### src/rtl/ktts_pkg.sv
// ----------------------------------------------------------------------------
// ktts_pkg
// shared types and constants of the keypoint threshold and top-k selector
// ----------------------------------------------------------------------------
package ktts_pkg;

   localparam int CAPACITY_DEF = 1024;
   localparam int MAX_DIM_DEF  = 2048;

   // width used for size, border and limit arithmetic
   localparam int AW = 14;

   localparam logic [1:0] FUNC_CLEAR    = 2'd0;
   localparam logic [1:0] FUNC_PUSH     = 2'd1;
   localparam logic [1:0] FUNC_FETCH    = 2'd2;
   localparam logic [1:0] FUNC_RESERVED = 2'd3;

   localparam logic [2:0] REG_MAP_WIDTH  = 3'd0;
   localparam logic [2:0] REG_MAP_HEIGHT = 3'd1;
   localparam logic [2:0] REG_THRESHOLD  = 3'd2;
   localparam logic [2:0] REG_BORDER     = 3'd3;
   localparam logic [2:0] REG_KEEP_LIMIT = 3'd4;
   localparam logic [2:0] REG_LIMIT_EN   = 3'd5;

   typedef struct packed {
      logic [11:0] map_width;
      logic [11:0] map_height;
      logic [15:0] score_threshold;
      logic [9:0]  border_margin;
      logic [10:0] keep_limit;
      logic        limit_enable;
   } cfg_type;

   typedef struct packed {
      logic latch;
      logic decode;
      logic scan;
      logic finish;
   } cmd_type;

   typedef struct packed {
      logic need_scan;
      logic scan_done;
      logic rsp_free;
   } sts_type;

   typedef enum logic [1:0] {
      ST_IDLE,
      ST_DECODE,
      ST_SCAN,
      ST_FINISH
   } state_type;

endpackage

### src/rtl/ktts_ctrl.sv
// ----------------------------------------------------------------------------
// ktts_ctrl
// sequencer: take an item, decode it, and where needed scan the entry store and finish
// ----------------------------------------------------------------------------
module ktts_ctrl (
   input  logic              clock,
   input  logic              reset,
   input  logic              req_tvalid,
   output logic              req_tready,
   input  ktts_pkg::sts_type sts,
   output ktts_pkg::cmd_type cmd
);
   import ktts_pkg::*;

   state_type state_ff, state_in;

   always_ff @(posedge clock) begin
      if (reset) begin
         state_ff <= ST_IDLE;
      end else begin
         state_ff <= state_in;
      end
   end

   always_comb begin
      state_in = state_ff;
      unique case (state_ff)
         ST_IDLE: begin
            if (req_tvalid) state_in = ST_DECODE;
         end
         ST_DECODE: begin
            state_in = sts.need_scan ? ST_SCAN : ST_IDLE;
         end
         ST_SCAN: begin
            if (sts.scan_done) state_in = ST_FINISH;
         end
         ST_FINISH: begin
            if (sts.rsp_free) state_in = ST_IDLE;
         end
         default: state_in = ST_IDLE;
      endcase
   end

   always_comb begin
      req_tready = (state_ff == ST_IDLE);
      cmd.latch  = (state_ff == ST_IDLE) && req_tvalid;
      cmd.decode = (state_ff == ST_DECODE);
      cmd.scan   = (state_ff == ST_SCAN);
      cmd.finish = (state_ff == ST_FINISH) && sts.rsp_free;
   end

endmodule

### config.mk
export PLATFORM = sky130hd
export DESIGN_NAME = ktts_ctrl
export DESIGN_NICKNAME = d
export VERILOG_FILES = /design/src/rtl/ktts_pkg.sv /design/src/rtl/ktts_ctrl.sv
export SDC_FILE = /design/constraint.sdc
export NUM_CORES = 1
export LEC_CHECK = 0
export BUFFER_PORTS_ARGS = -buffer_cell sky130_fd_sc_hd__buf_2
export CAP_MARGIN = 20
export CELL_PAD_IN_SITES_DETAIL_PLACEMENT = 2
export CELL_PAD_IN_SITES_GLOBAL_PLACEMENT = 2
export CORE_AREA = 2 2 39 41
export DETAILED_ROUTE_END_ITERATION = 10
export DIE_AREA = 0 0 41 43
export PLACE_DENSITY = 0.43
export SLEW_MARGIN = 20
export SYNTH_ARGS = -nofsm -noshare
export SYNTH_HDL_FRONTEND = slang
export SYNTH_SLANG_ARGS = --single-unit
### constraint.sdc
create_clock -name clock -period 0.93 [get_ports clock]
set_input_delay 0.1395 -clock clock [delete_from_list [all_inputs] [get_ports clock]]
set_output_delay 0.1395 -clock clock [all_outputs]
set_load 0.02 [all_outputs]
==> impl.org <==
** Run status
- Outcome :: finished with violations
- Violations in the final reports :: setup timing

** Clocking
- Buffers from clock root to sink, at most :: 2
- Clock insertion delay at the later pin of the skew report :: 0.22 ns
- Number of sinks handled by clock tree synthesis :: 2
- Number of buffers created by CTS :: 3
- The tree is rooted in a sky130_fd_sc_hd__clkbuf_4.
- Hold repair after CTS inserted 0 buffers.
- Clock transition at the register clock pins on the worst setup and hold paths after CTS :: 0.03 ns
- CTS tree :: built
- In this run the number of H-tree levels came out at 1.

** Critical path
- Type of the setup path with the least slack :: flip-flop to output pin
- For this design, the slowest cell found on the critical path is sky130_fd_sc_hd__dfxtp_4.
- Cell Chain, Critical Path :: and2b_2 -> buf_6
- Required time at the worst-slack endpoint :: 0.79 ns
- The number of buffers and inverters on the critical path is 1.
- For the worst setup path, the data arrival time is 0.94 ns.
- Along the worst path, the maximum fanout reaches 6.
- For this run, the slowest stage of the critical path takes 0.37 ns.
- Grouping stages by cell kind, the critical path spends the most delay in flip-flops.
- The worst setup path is captured at an output pin.
- Origin of the worst setup path :: state_ff[0]
- Stages on the worst setup path :: 2
- Startpoint kind of the worst setup timing path :: flip-flop
- Number of cell instances on the worst register-to-register path :: 4

** Timing
- Period utilization :: 1.16
- Least setup slack across all paths after layout :: -0.148 ns
- The worst path in the final design needs a cycle of 1.08 ns, including I/O delays and setup.
- The number of hold-slack violations in the final timing report came to 0.
- At the pin with the least slew margin, the transition time is 0.228 ns.
- Between clock sinks in the finished design, the worst skew comes to 0.00480 ns.
- Unrepaired setup endpoints after global routing :: yes
- The worst pin sits at a relative slew slack of 0.847.
- In the final timing run, aggregate negative setup slack is -0.573 ns.
- Setup violations remaining at the end of the flow were counted as 6.
- Count of pins over their slew limit :: 0
- For this run, the top clock speed supported by timing is 927 MHz.

** Detailed routing
- For this block, wires on met1 add up to 215 um.
- After detailed routing, the met2 layer carries 200 um of wire.
- Drc violations :: 0
- Starting DRT DRC Count :: 2
- After detailed routing, the number of vias per cell comes to 3.64.
- For this block, the routed nets add up to 472 um of wire.
- In this run the remaining antenna-violating nets after routing total 0.
- After detailed routing, no signal wire sits above met3.
- Met3 WL :: 56 um
- The detailed router placed 164 vias in this run.
- In the final routed layout, each cell accounts on average for 10.5 um.
- For this run, the detailed router's first-pass iteration total came to 3.

** Synthesis
- Gate Count Post-Synth :: 14
- Synth top area share :: 0.340
- Ranked by total cell area, the synthesized netlist is headed by sky130_fd_sc_hd__dfxtp_1 34%, sky130_fd_sc_hd__a211oi_1 13%, sky130_fd_sc_hd__and2b_2 7.4%.
- Area fraction in compound gates after synthesis :: 0.191
- Of the total synthesized cell area, the portion taken by XOR and XNOR cells is 0.
- Of the total synthesized cell area, the portion taken by full adders, half adders and majority gates is 0.
- The biggest area contributor in the post-synthesis netlist is sky130_fd_sc_hd__dfxtp_1.
- Yosys printed 0 warnings.
- Fraction of synthesized area in multiplexers :: 0
- The cell area that synthesis handed to floorplanning was 118 um^2.
- Combinational family with the most area after synthesis :: simple AND/OR/NAND/NOR gates
- When the netlist entered floorplanning its net count stood at 20.
- After synthesis, the netlist uses 11 different library cells.
- Sequential share of the synthesized area :: 0.340
- After synthesis the netlist holds a flip-flop and latch count of 2.
- Simple-Gate Fraction of Synth Area :: 0.468
- The average instance in the mapped netlist occupies 8.40 um^2.

** Global routing
- Pin count of the biggest net entering global routing :: 7
- First-pass GRT wire length :: 717 um
- Antenna violations before repair :: 0
- Total routing usage reported by global routing :: 0.0621
- Number of global-route vias before repair :: 173
- The total overflow left after global routing is 0.

** Final layout
- Fin util :: 0.195
- The multi-input combinational cells in the finished layout cover a total of 87.6 um^2.
- Total area of sequential cells :: 47.5 um^2
- Synth-to-Final Area Change :: 130%
- Share of layout cells above drive strength 1 :: 0.759
- Fill cell instance count of the final layout :: 165
- Number of nets in the finished design :: 37
- The number of antenna diodes in the final layout is 0.

** Placed design
- HPWL after detailed placement :: 339 um
- During placement, the flow inserted port buffers numbering 10.
- At the end of routability-driven placement, the weighted congestion stood at 0.577.

** Min path
- Along the worst hold path, the cell count comes to 2.
- HP Class :: input pin to flip-flop
- Start point of the worst hold path :: reset

** Floorplan
- The floorplan step set the die height to 43 um.
- For this configuration, the core starts out at a cell density of 0.0850.
- Core outline area :: 1380 um^2
- # rows :: 14
- Pin placement for this block handled 11 I/O pins.
- Horizontal die dimension :: 41 um
- Die area :: 1760 um^2

** Power and ir drop
- Power spread over the standard cell area amounts to 1620 nW/um^2.
- Reported leakage power :: 0.124 nW
- IR Drop Worst-Case VDD :: 0.629 mV

** Flow run
- Number of max-cap violations :: 0
==> timing repair <==
action / CTS / global route
endpoints found under the setup margin: 7 / 7
pin swaps: 1 / 2
endpoints found under the hold margin: 0 / 0
buffers inserted: 1 / 0
resized for setup: 13 / 2
==> synthesized netlist by cell type (all sizes together) <==
library cell / n
nand2: 1
and3: 1
nor2: 2
dfxtp: 2
a22oi: 1
and2: 1
nand2b: 1
a211oi: 2
and2b: 1
nor2b: 2
==> metrics by stage <==
step	area, um^2	hold WS [ns]	total power [mW]	instances	setup WS (ns)
after CTS	263	0.0901	0.442	45	-0.155
after floorplan	121	0.212	0.169	14	-0.0332
after detailed placement	199	0.327	0.217	41	-0.0772
after global routing	270	0.105	0.470	45	-0.177
after global placement	199	0.318	0.212	41	-0.0613
final	270	0.0981	0.438	45	-0.148
==> power by group <==
group          switching, mW  total (mW)  internal (mW)
clock                 0.0454       0.187          0.142
combinational         0.0631       0.140         0.0771
sequential            0.0156       0.111         0.0953
==> worst paths after layout <==
path	endpoint	slack, ns
max	cmd[1]	-0.15
min reg2reg	state_ff[0]	0.59
max reg2reg	state_ff[0]	-0.04
min	flip-flop	0.1
==> logic make-up after synthesis <==
group | after synthesis
flops | 2
simple gates | 9
compound gates | 3
==> worst reg2reg max path, delay by kind of cell (launching register included) <==
family / cells / cell delay, ns
AOI/OAI and AO/OA: 2 / 0.32
buffers and inverters: 1 / 0.13
and+or+nand+nor: 1 / 0.04
DFF: 1 / 0.37
==> per-layer routing <==
| metal | vias up | GRT usage |
|---|---|---|
| li1 | 82 | - |
| met1 | 71 | 0.0831 |
| met2 | 11 | 0.0781 |
| met3 | 0 | 0.0262 |
| met4 | 0 | 0.0400 |
| met5 | - | 0 |
==> cell usage in the layout (no fill, tap or decap) <==
cell and count:
sky130_fd_sc_hd__and2b_2 1, sky130_fd_sc_hd__nand2b_1 1, sky130_fd_sc_hd__nor2b_1 1, sky130_fd_sc_hd__nand2_1 1, sky130_fd_sc_hd__and3_2 1, sky130_fd_sc_hd__nor2_1 1
sky130_fd_sc_hd__and2_4 1, sky130_fd_sc_hd__buf_2 5, sky130_fd_sc_hd__buf_4 3, sky130_fd_sc_hd__dfxtp_4 2, sky130_fd_sc_hd__a211oi_1 2, sky130_fd_sc_hd__buf_6 4
sky130_fd_sc_hd__a22oi_1 1, sky130_fd_sc_hd__clkbuf_4 3, sky130_fd_sc_hd__nor2b_2 1, sky130_fd_sc_hd__nor2_4 1
==> final cells by class <==
type | instances | share of cell area
Sequential cell | 2 | 0.176
Clock buffer | 3 | 0.0833
Multi-Input combinational cell | 12 | 0.324
Tap cell | 16 | 0.0741
Timing Repair Buffer | 12 | 0.343
Power figures use the tool's default switching activity.
